==> src/hw/rtl/utu8_pkg.sv <==
package utu8_pkg;

  // Width of the per-text byte counter
  localparam int CountBits = 16;
  // Largest run of bytes one transaction can produce
  localparam int RunBytes = 6;
  localparam int RunIdxW = $clog2(RunBytes);
  localparam int RunLenW = $clog2(RunBytes + 1);

  localparam logic [15:0] HighFirst = 16'hD800;
  localparam logic [15:0] HighLast = 16'hDBFF;
  localparam logic [15:0] LowFirst = 16'hDC00;
  localparam logic [15:0] LowLast = 16'hDFFF;
  localparam logic [20:0] SuppBase = 21'h10000;
  localparam logic [20:0] Replacement = 21'h00FFFD;
  localparam logic [20:0] Max1Byte = 21'h00007F;
  localparam logic [20:0] Max2Byte = 21'h0007FF;
  localparam logic [20:0] Max3Byte = 21'h00FFFF;
  localparam logic [7:0] Lead2 = 8'hC0;
  localparam logic [7:0] Lead3 = 8'hE0;
  localparam logic [7:0] Lead4 = 8'hF0;
  localparam logic [7:0] ContMark = 8'h80;

  typedef struct packed {
    logic [2:0] len;
    logic [3:0][7:0] b;
  } enc_t;

  // Per-text conversion state
  typedef struct packed {
    logic [9:0] pending_high;
    logic pending_valid;
    logic stopped;
    logic overflowed;
    logic [CountBits-1:0] byte_count;
  } txt_state_t;

  // Results of one transaction, held until delivered
  typedef struct packed {
    logic [RunBytes-1:0][7:0] bytes;
    logic [RunLenW-1:0] len;
    logic bare;
    logic last;
    logic trunc;
    logic [CountBits-1:0] base;
  } run_t;

  // UTF-8 encoding of one code point
  function automatic enc_t cp_to_bytes(input logic [20:0] cp);
    enc_t e;
    e.b = '0;
    if (cp <= Max1Byte) begin
      e.len = 3'd1;
      e.b[0] = cp[7:0];
    end else if (cp <= Max2Byte) begin
      e.len = 3'd2;
      e.b[0] = Lead2 | {3'b000, cp[10:6]};
      e.b[1] = ContMark | {2'b00, cp[5:0]};
    end else if (cp <= Max3Byte) begin
      e.len = 3'd3;
      e.b[0] = Lead3 | {4'b0000, cp[15:12]};
      e.b[1] = ContMark | {2'b00, cp[11:6]};
      e.b[2] = ContMark | {2'b00, cp[5:0]};
    end else begin
      e.len = 3'd4;
      e.b[0] = Lead4 | {5'b00000, cp[20:18]};
      e.b[1] = ContMark | {2'b00, cp[17:12]};
      e.b[2] = ContMark | {2'b00, cp[11:6]};
      e.b[3] = ContMark | {2'b00, cp[5:0]};
    end
    return e;
  endfunction

endpackage

==> src/hw/rtl/utf16_to_utf8_transcoder.sv <==
// Channel  Handshake             Payload
// in       in_valid / in_ready   code_unit, last_unit
// out      out_valid / out_ready out_byte, byte_valid, run_end, text_done,
//                                total_bytes, truncated
// config   cfg_we                cfg_wdata (out_capacity)
//
// A unit is decoded in the cycle it is accepted and its bytes (1 to 6) land in a run
// register; the run drains one byte per cycle while out_ready is high. A unit that
// yields nothing loads no run unless it is the last unit of its text.
// The next unit is accepted in the cycle the last byte of the run is taken.
// A stalled output holds the run and backs up the input. Synchronous reset
// clears the text state and the run and sets the capacity to 65535.
module utf16_to_utf8_transcoder (
  input  logic        clk,
  input  logic        rst,
  input  logic        cfg_we,
  input  logic [15:0] cfg_wdata,
  input  logic        in_valid,
  output logic        in_ready,
  input  logic [15:0] code_unit,
  input  logic        last_unit,
  output logic        out_valid,
  input  logic        out_ready,
  output logic [7:0]  out_byte,
  output logic        byte_valid,
  output logic        run_end,
  output logic        text_done,
  output logic [15:0] total_bytes,
  output logic        truncated
);
  import utu8_pkg::*;

  logic [15:0] out_capacity;
  txt_state_t state;
  txt_state_t state_next;
  run_t run_new;
  logic run_load;
  run_t run;
  logic run_valid;
  logic [RunIdxW-1:0] run_pos;
  logic [CountBits-1:0] run_total;
  logic in_take;
  logic out_take;

  utu8_step u_step (
    .state        (state),
    .out_capacity (out_capacity),
    .code_unit    (code_unit),
    .last_unit    (last_unit),
    .state_next   (state_next),
    .run          (run_new),
    .run_load     (run_load)
  );

  assign run_end = (RunLenW'(run_pos) == run.len - RunLenW'(1));
  assign out_take = run_valid && out_ready;
  assign in_ready = !run_valid || (out_ready && run_end);
  assign in_take = in_valid && in_ready;

  // Drive the result fields from the run register
  assign out_valid = run_valid;
  assign out_byte = run.bare ? 8'd0 : run.bytes[run_pos];
  assign byte_valid = !run.bare;
  assign text_done = run_end && run.last;
  assign total_bytes = 16'(run_total);
  assign truncated = run.trunc;

  // Hold the capacity register
  always_ff @(posedge clk) begin
    if (rst) begin
      out_capacity <= 16'hFFFF;
    end else if (cfg_we) begin
      out_capacity <= cfg_wdata;
    end
  end

  // Advance the text state on each input transaction
  always_ff @(posedge clk) begin
    if (rst) begin
      state <= '0;
    end else if (in_take) begin
      state <= state_next;
    end
  end

  // Load a new run or step through the current one
  always_ff @(posedge clk) begin
    if (rst) begin
      run_valid <= 1'b0;
      run_pos <= '0;
    end else if (in_take) begin
      run_valid <= run_load;
      run_pos <= '0;
    end else if (out_take) begin
      if (run_end) begin
        run_valid <= 1'b0;
      end else begin
        run_pos <= run_pos + RunIdxW'(1);
      end
    end
  end

  // Run payload
  always_ff @(posedge clk) begin
    if (in_take) begin
      run <= run_new;
      run_total <= run_new.bare ? run_new.base : run_new.base + CountBits'(1);
    end else if (out_take && !run_end) begin
      run_total <= run_total + CountBits'(1);
    end
  end

endmodule

==> src/hw/rtl/utu8_step.sv <==
module utu8_step (
  input  utu8_pkg::txt_state_t state,
  input  logic [15:0]          out_capacity,
  input  logic [15:0]          code_unit,
  input  logic                 last_unit,
  output utu8_pkg::txt_state_t state_next,
  output utu8_pkg::run_t       run,
  output logic                 run_load
);
  import utu8_pkg::*;

  localparam int WideW = 33;
  localparam logic [WideW-1:0] CountMax = (WideW'(1) << CountBits) - WideW'(1);

  logic is_high;
  logic is_low;
  logic [WideW-1:0] cap_wide;
  logic [WideW-1:0] cap_use;
  logic [WideW-1:0] cnt_wide;
  logic [WideW-1:0] room;
  logic [WideW-1:0] room_b;
  logic want_a;
  logic want_b;
  logic fit_a;
  logic fit_b;
  logic [20:0] cp_a;
  logic [20:0] cp_b;
  logic [20:0] pair_cp;
  enc_t enc_a;
  enc_t enc_b;
  logic [2:0] len_a;
  logic [2:0] len_b;
  logic [RunLenW-1:0] total_len;
  logic [2:0] j;

  assign is_high = (code_unit >= HighFirst) && (code_unit <= HighLast);
  assign is_low = (code_unit >= LowFirst) && (code_unit <= LowLast);
  assign pair_cp = SuppBase + {1'b0, state.pending_high, code_unit[9:0]};

  // Usable capacity and room left
  assign cap_wide = {{(WideW-16){1'b0}}, out_capacity};
  assign cap_use = (cap_wide < CountMax) ? cap_wide : CountMax;
  assign cnt_wide = WideW'(state.byte_count);
  assign room = (cap_use > cnt_wide) ? (cap_use - cnt_wide) : '0;

  assign enc_a = cp_to_bytes(cp_a);
  assign enc_b = cp_to_bytes(cp_b);

  // Pick the code points this unit finishes and update the text state
  always_comb begin
    state_next = state;
    want_a = 1'b0;
    want_b = 1'b0;
    cp_a = Replacement;
    cp_b = Replacement;
    fit_a = 1'b0;
    fit_b = 1'b0;
    room_b = '0;
    len_a = '0;
    len_b = '0;

    if (!state.stopped) begin
      // First code point: the held surrogate, paired or not
      if (state.pending_valid) begin
        want_a = 1'b1;
        cp_a = (code_unit != 16'd0 && is_low) ? pair_cp : Replacement;
        state_next.pending_valid = 1'b0;
      end
      fit_a = !want_a || (WideW'(enc_a.len) <= room);
      if (want_a && fit_a) begin
        len_a = enc_a.len;
      end
      if (!fit_a) begin
        state_next.stopped = 1'b1;
        state_next.overflowed = 1'b1;
      end

      if (code_unit == 16'd0) begin
        state_next.stopped = 1'b1;
      end else if (fit_a && !(state.pending_valid && is_low)) begin
        // Fresh unit
        if (is_high && !last_unit) begin
          state_next.pending_high = code_unit[9:0];
          state_next.pending_valid = 1'b1;
        end else begin
          want_b = 1'b1;
          cp_b = (is_high || is_low) ? Replacement : {5'b00000, code_unit};
        end
      end

      room_b = room - WideW'(len_a);
      fit_b = WideW'(enc_b.len) <= room_b;
      if (want_b) begin
        if (fit_b) begin
          len_b = enc_b.len;
        end else begin
          state_next.stopped = 1'b1;
          state_next.overflowed = 1'b1;
          state_next.pending_valid = 1'b0;
        end
      end
    end

    total_len = RunLenW'(len_a) + RunLenW'(len_b);

    // Assemble the byte run
    run.bytes = '0;
    for (int i = 0; i < RunBytes; i++) begin
      j = 3'(i) - len_a;
      if (3'(i) < len_a) begin
        run.bytes[i] = enc_a.b[i % 4];
      end else if (j < 3'd4) begin
        run.bytes[i] = enc_b.b[j[1:0]];
      end
    end
    run.bare = (total_len == '0);
    run.len = run.bare ? RunLenW'(1) : total_len;
    run.last = last_unit;
    run.trunc = state_next.overflowed;
    run.base = state.byte_count;
    run_load = last_unit || !run.bare;

    state_next.byte_count = state.byte_count + CountBits'(total_len);
    if (last_unit) begin
      state_next = '0;
    end
  end

endmodule

==> config.mk <==
export PLATFORM = sky130hd
export DESIGN_NAME = utf16_to_utf8_transcoder
export DESIGN_NICKNAME = d
export VERILOG_FILES = /design/src/hw/rtl/utu8_pkg.sv /design/src/hw/rtl/utf16_to_utf8_transcoder.sv /design/src/hw/rtl/utu8_step.sv
export SDC_FILE = /design/constraint.sdc
export NUM_CORES = 1
export LEC_CHECK = 0
export BUFFER_PORTS_ARGS = -buffer_cell sky130_fd_sc_hd__buf_4
export CAP_MARGIN = 20
export CORE_MARGIN = 2
export CORE_UTILIZATION = 55
export CTS_CLUSTER_DIAMETER = 100
export DETAILED_ROUTE_END_ITERATION = 16
export PLACE_DENSITY_LB_ADDON = 0.1
export SLEW_MARGIN = 20
export SYNTH_ARGS = -nofsm -noshare
export SYNTH_HDL_FRONTEND = slang
export SYNTH_HIERARCHICAL = 1
export SYNTH_SLANG_ARGS = --single-unit
==> constraint.sdc <==
create_clock -name clk -period 9.81 [get_ports clk]
set_input_delay 1.962 -clock clk [delete_from_list [all_inputs] [get_ports clk]]
set_output_delay 1.962 -clock clk [all_outputs]
set_load 0.01 [all_outputs]
==> metrics.txt <==
status=completed; met2 usage=39.9%; Root Buffer=clkbuf_16; top_reg_cell synth=edfxtp_1; Via density=6.27; busiest grt layer=met1; Least-Margin Pin Slew=between 1 and 1.5 ns; largest net degree at the start of global routing=between 60 and 70; latest clock arrival within the worst-skew pair=about 0.43 ns; Fin. Hold Viols=0; Iteration-0 DRC Markers=between 1000 and 1500; layout cells sized above 1=~15%; min Tclk post-route=approximately 9 ns; overall power=between 0.001 and 0.0015 W; DRT Wirelength=26.9 mm; crit share post-route=between 90% and 100%; Area Overhead vs Synth=9.24%; mean post-synth cell area=around 8.4 µm²; WL per Instance=18.9 µm; flop2flop setup slack=about 0.86 ns; endpoint class of the critical path=register; FFs w/ async S/R, synth=0%; routability congestion estimate=roughly 0.98; CTS buffer count=17; CP max stage cell=or3_4; critical path startpoint=code_unit[15]; Final Setup Violations=0; Max VDD drop=about 0.00012 V; GRT met3 Usage=6.20%; Ports=68; H-Tree Depth=4; Distinct cells, synth=around 100; Cells after DPL=roughly 1400; chip height=approximately 140 µm; post-synthesis sequential area ratio=~31%; GRT overflow=0; num rows=49; RSZ-0062 raised after global routing=false; Yosys reg bits=about 120; origin of the critical flop-to-flop path=state[3]; initial cell density of the core=55.7%; synthesized net count=1270; Worst Setup EP=state[15]; clock slew at reported path FFs=~0.060 ns; mapped cell area=~0.01 mm²; Layout Cells excl Fill=about 1400; vias in the first global route=7903; reg-to-reg endpoint=state[15]; initial antenna violation count=0; Final Skew=0.0122 ns; FF-to-FF path depth=39; Max Slew Vio Count=0; crit-path max cell delay=roughly 0.43 ns; Crit path required time=~10 ns; Num Clock Sinks=between 100 and 150; number of synthesized flops with an enable pin=70; Pleak=around 4 nW; core area=0.0178 mm²; Min-Delay Path Class=register to register; critical path class=primary input to register; drt pass-1 iters=6; DRC violations left=0; GRT met1 Usage=between 40% and 50%; DIE AREA=between 0.015 and 0.02 mm²; worst path arrival time=9.38 ns; GRT Overall Usage=28.0%; IO Port Bufs=67; nets=1266; Vias=~8900; Mapped Cells=approximately 1200; first-pass GRT wire length=43.2 mm; most used cell, CP=ha_1; pwr dens=129 mW/mm²; Setup WS post-layout=roughly 0.71 ns; CP startpoint kind=primary input; fmax=approximately 110 MHz; CTS Buffer Depth=2; total number of yosys warnings=6; Setup TNS Final=0 ns; Die Wd=around 140 µm; number of diodes=0; Max Cap Viol=0; hpwl dp=roughly 20 mm; max_slew headroom=a little over a quarter; CP Max Fanout=5; ANT nets after route=0; CTS tree=done; setup slack at placement=0.306 ns
==> sequential cells by signal (all words and copies together), names as in the netlist <==
name / flops
state: 29
truncated: 1
out_valid: 1
run: 53
run_pos: 3
total_bytes: 16
out_capacity: 16
==> cells in the mapped netlist (5+ instances only) <==
master	number	area (µm²)
ha_1	42	526
dfxtp_1	49	981
nand4_1	16	100
xor2_1	25	219
a211oi_1	5	37.5
mux2_2	8	90.1
o221ai_1	9	78.8
and4_1	5	43.8
mux4_2	8	180
buf_6	5	56.3
clkbuf_1	53	199
nor2b_1	27	169
nand3_1	30	150
xnor2_1	39	342
edfxtp_1	70	2100
a31oi_1	12	75.1
and3_1	13	81.3
nor2_1	113	424
or3_1	10	62.6
buf_2	20	100
nor3_1	27	135
nand2_1	146	548
o21ai_1	10	50.1
nor3b_1	6	45.0
o22ai_1	22	138
o31ai_1	5	37.5
nor4_1	6	37.5
buf_4	21	158
a211o_1	16	140
o21a_1	7	52.6
mux2i_1	26	260
nand2b_1	15	93.8
o211ai_1	7	52.6
o21ai_0	55	275
a21oi_1	73	365
or2_2	5	31.3
a21o_1	17	128
inv_1	42	158
a22oi_1	9	67.6
==> how the worst min path moves through the flow <==
stage,from,to,slack (ns),depth (start not counted)
finish,state[16],state[16],0.45,2
global route,state[16],state[16],0.49,2
CTS,state[16],state[16],0.46,2
global placement,state[16],state[16],0.45,2
floorplan,state[16],state[16],0.44,2
detailed placement,state[16],state[16],0.45,2
==> layer usage <==
metal  up-vias  wire [µm]
met5         -          0
met3        29       2710
met4         0        269
met1      4159      12600
met2       476      11400
li1       4262          -
==> critical path: cells and delay by family <==
kind                       cells  cell delay (ns)
AOI/OAI and AO/OA             12             2.14
and+or+nand+nor               15             2.43
xor gates and xnor gates       2             0.37
buffers and inverters          3             0.34
adders and majority gates      7             2.15
==> stage by stage <==
stage               instance area (µm²)  hold WS [ns]  util (%)
global route                      10900         0.486      60.8
finish                            10900         0.455      60.8
global placement                  10300         0.450      57.7
CTS                               10800         0.460      60.7
floorplan                          9930         0.435         -
detailed placement                10300         0.451      57.7
==> final cells by class <==
class | count | area [µm²]
fill | 1611 | 6990
multi-input combinational | 918 | 6170
sequential | 119 | 3080
timing repair buffer | 78 | 586
clock buffer | 17 | 425
tap | 229 | 287
inverter | 48 | 181
clock inverter | 15 | 120
==> report_power, final <==
| part | internal, W | switching, W | total [W] |
|---|---|---|---|
| registers | 0.000558 | 0.0000184 | 0.000576 |
| logic | 0.000100 | 0.000144 | 0.000244 |
| clock network | 0.000328 | 0.000254 | 0.000581 |
==> kinds of logic (layout without fill, tap and decap cells) <==
family / Yosys count / after routing / synth area share, %
other: 1 / 1 / 0.0377
AOI/OAI and AO/OA: 306 / 306 / 21.4
buffers and inverters: 149 / 158 / 7.05
xor gates and xnor gates: 67 / 67 / 6.20
and+or+nand+nor: 455 / 455 / 22.7
muxes: 43 / 43 / 5.45
adders and majority gates: 46 / 46 / 6.10
DFF: 119 / 119 / 31.0
==> what timing repair did <==
action,4_1_cts,5_1_grt
buffers inserted,0,0
resized for setup,0,2
endpoints found under the setup margin,0,5
endpoints found under the hold margin,0,0
hold buffers,0,0
==> cell usage in the layout, fill, tap and decap left out, drive strengths merged, types with 8 or more instances in the layout <==
| cell type | count |
|---|---|
| nand3 | 32 |
| buf | 78 |
| xor2 | 26 |
| nand2b | 17 |
| a21o | 17 |
| mux4 | 8 |
| a22oi | 9 |
| dfxtp | 49 |
| mux2i | 26 |
| and3 | 13 |
| nor2 | 115 |
| or3 | 11 |
| o221ai | 9 |
| inv | 52 |
| nand4 | 16 |
| ha | 42 |
| edfxtp | 70 |
| nor3 | 33 |
| clkbuf | 17 |
| xnor2 | 40 |
| a211o | 16 |
| o22ai | 22 |
| a21oi | 74 |
| a31oi | 14 |
| mux2 | 9 |
| o21ai | 68 |
| nor2b | 27 |
| nand2 | 148 |
(Power assumes the default switching activity.)
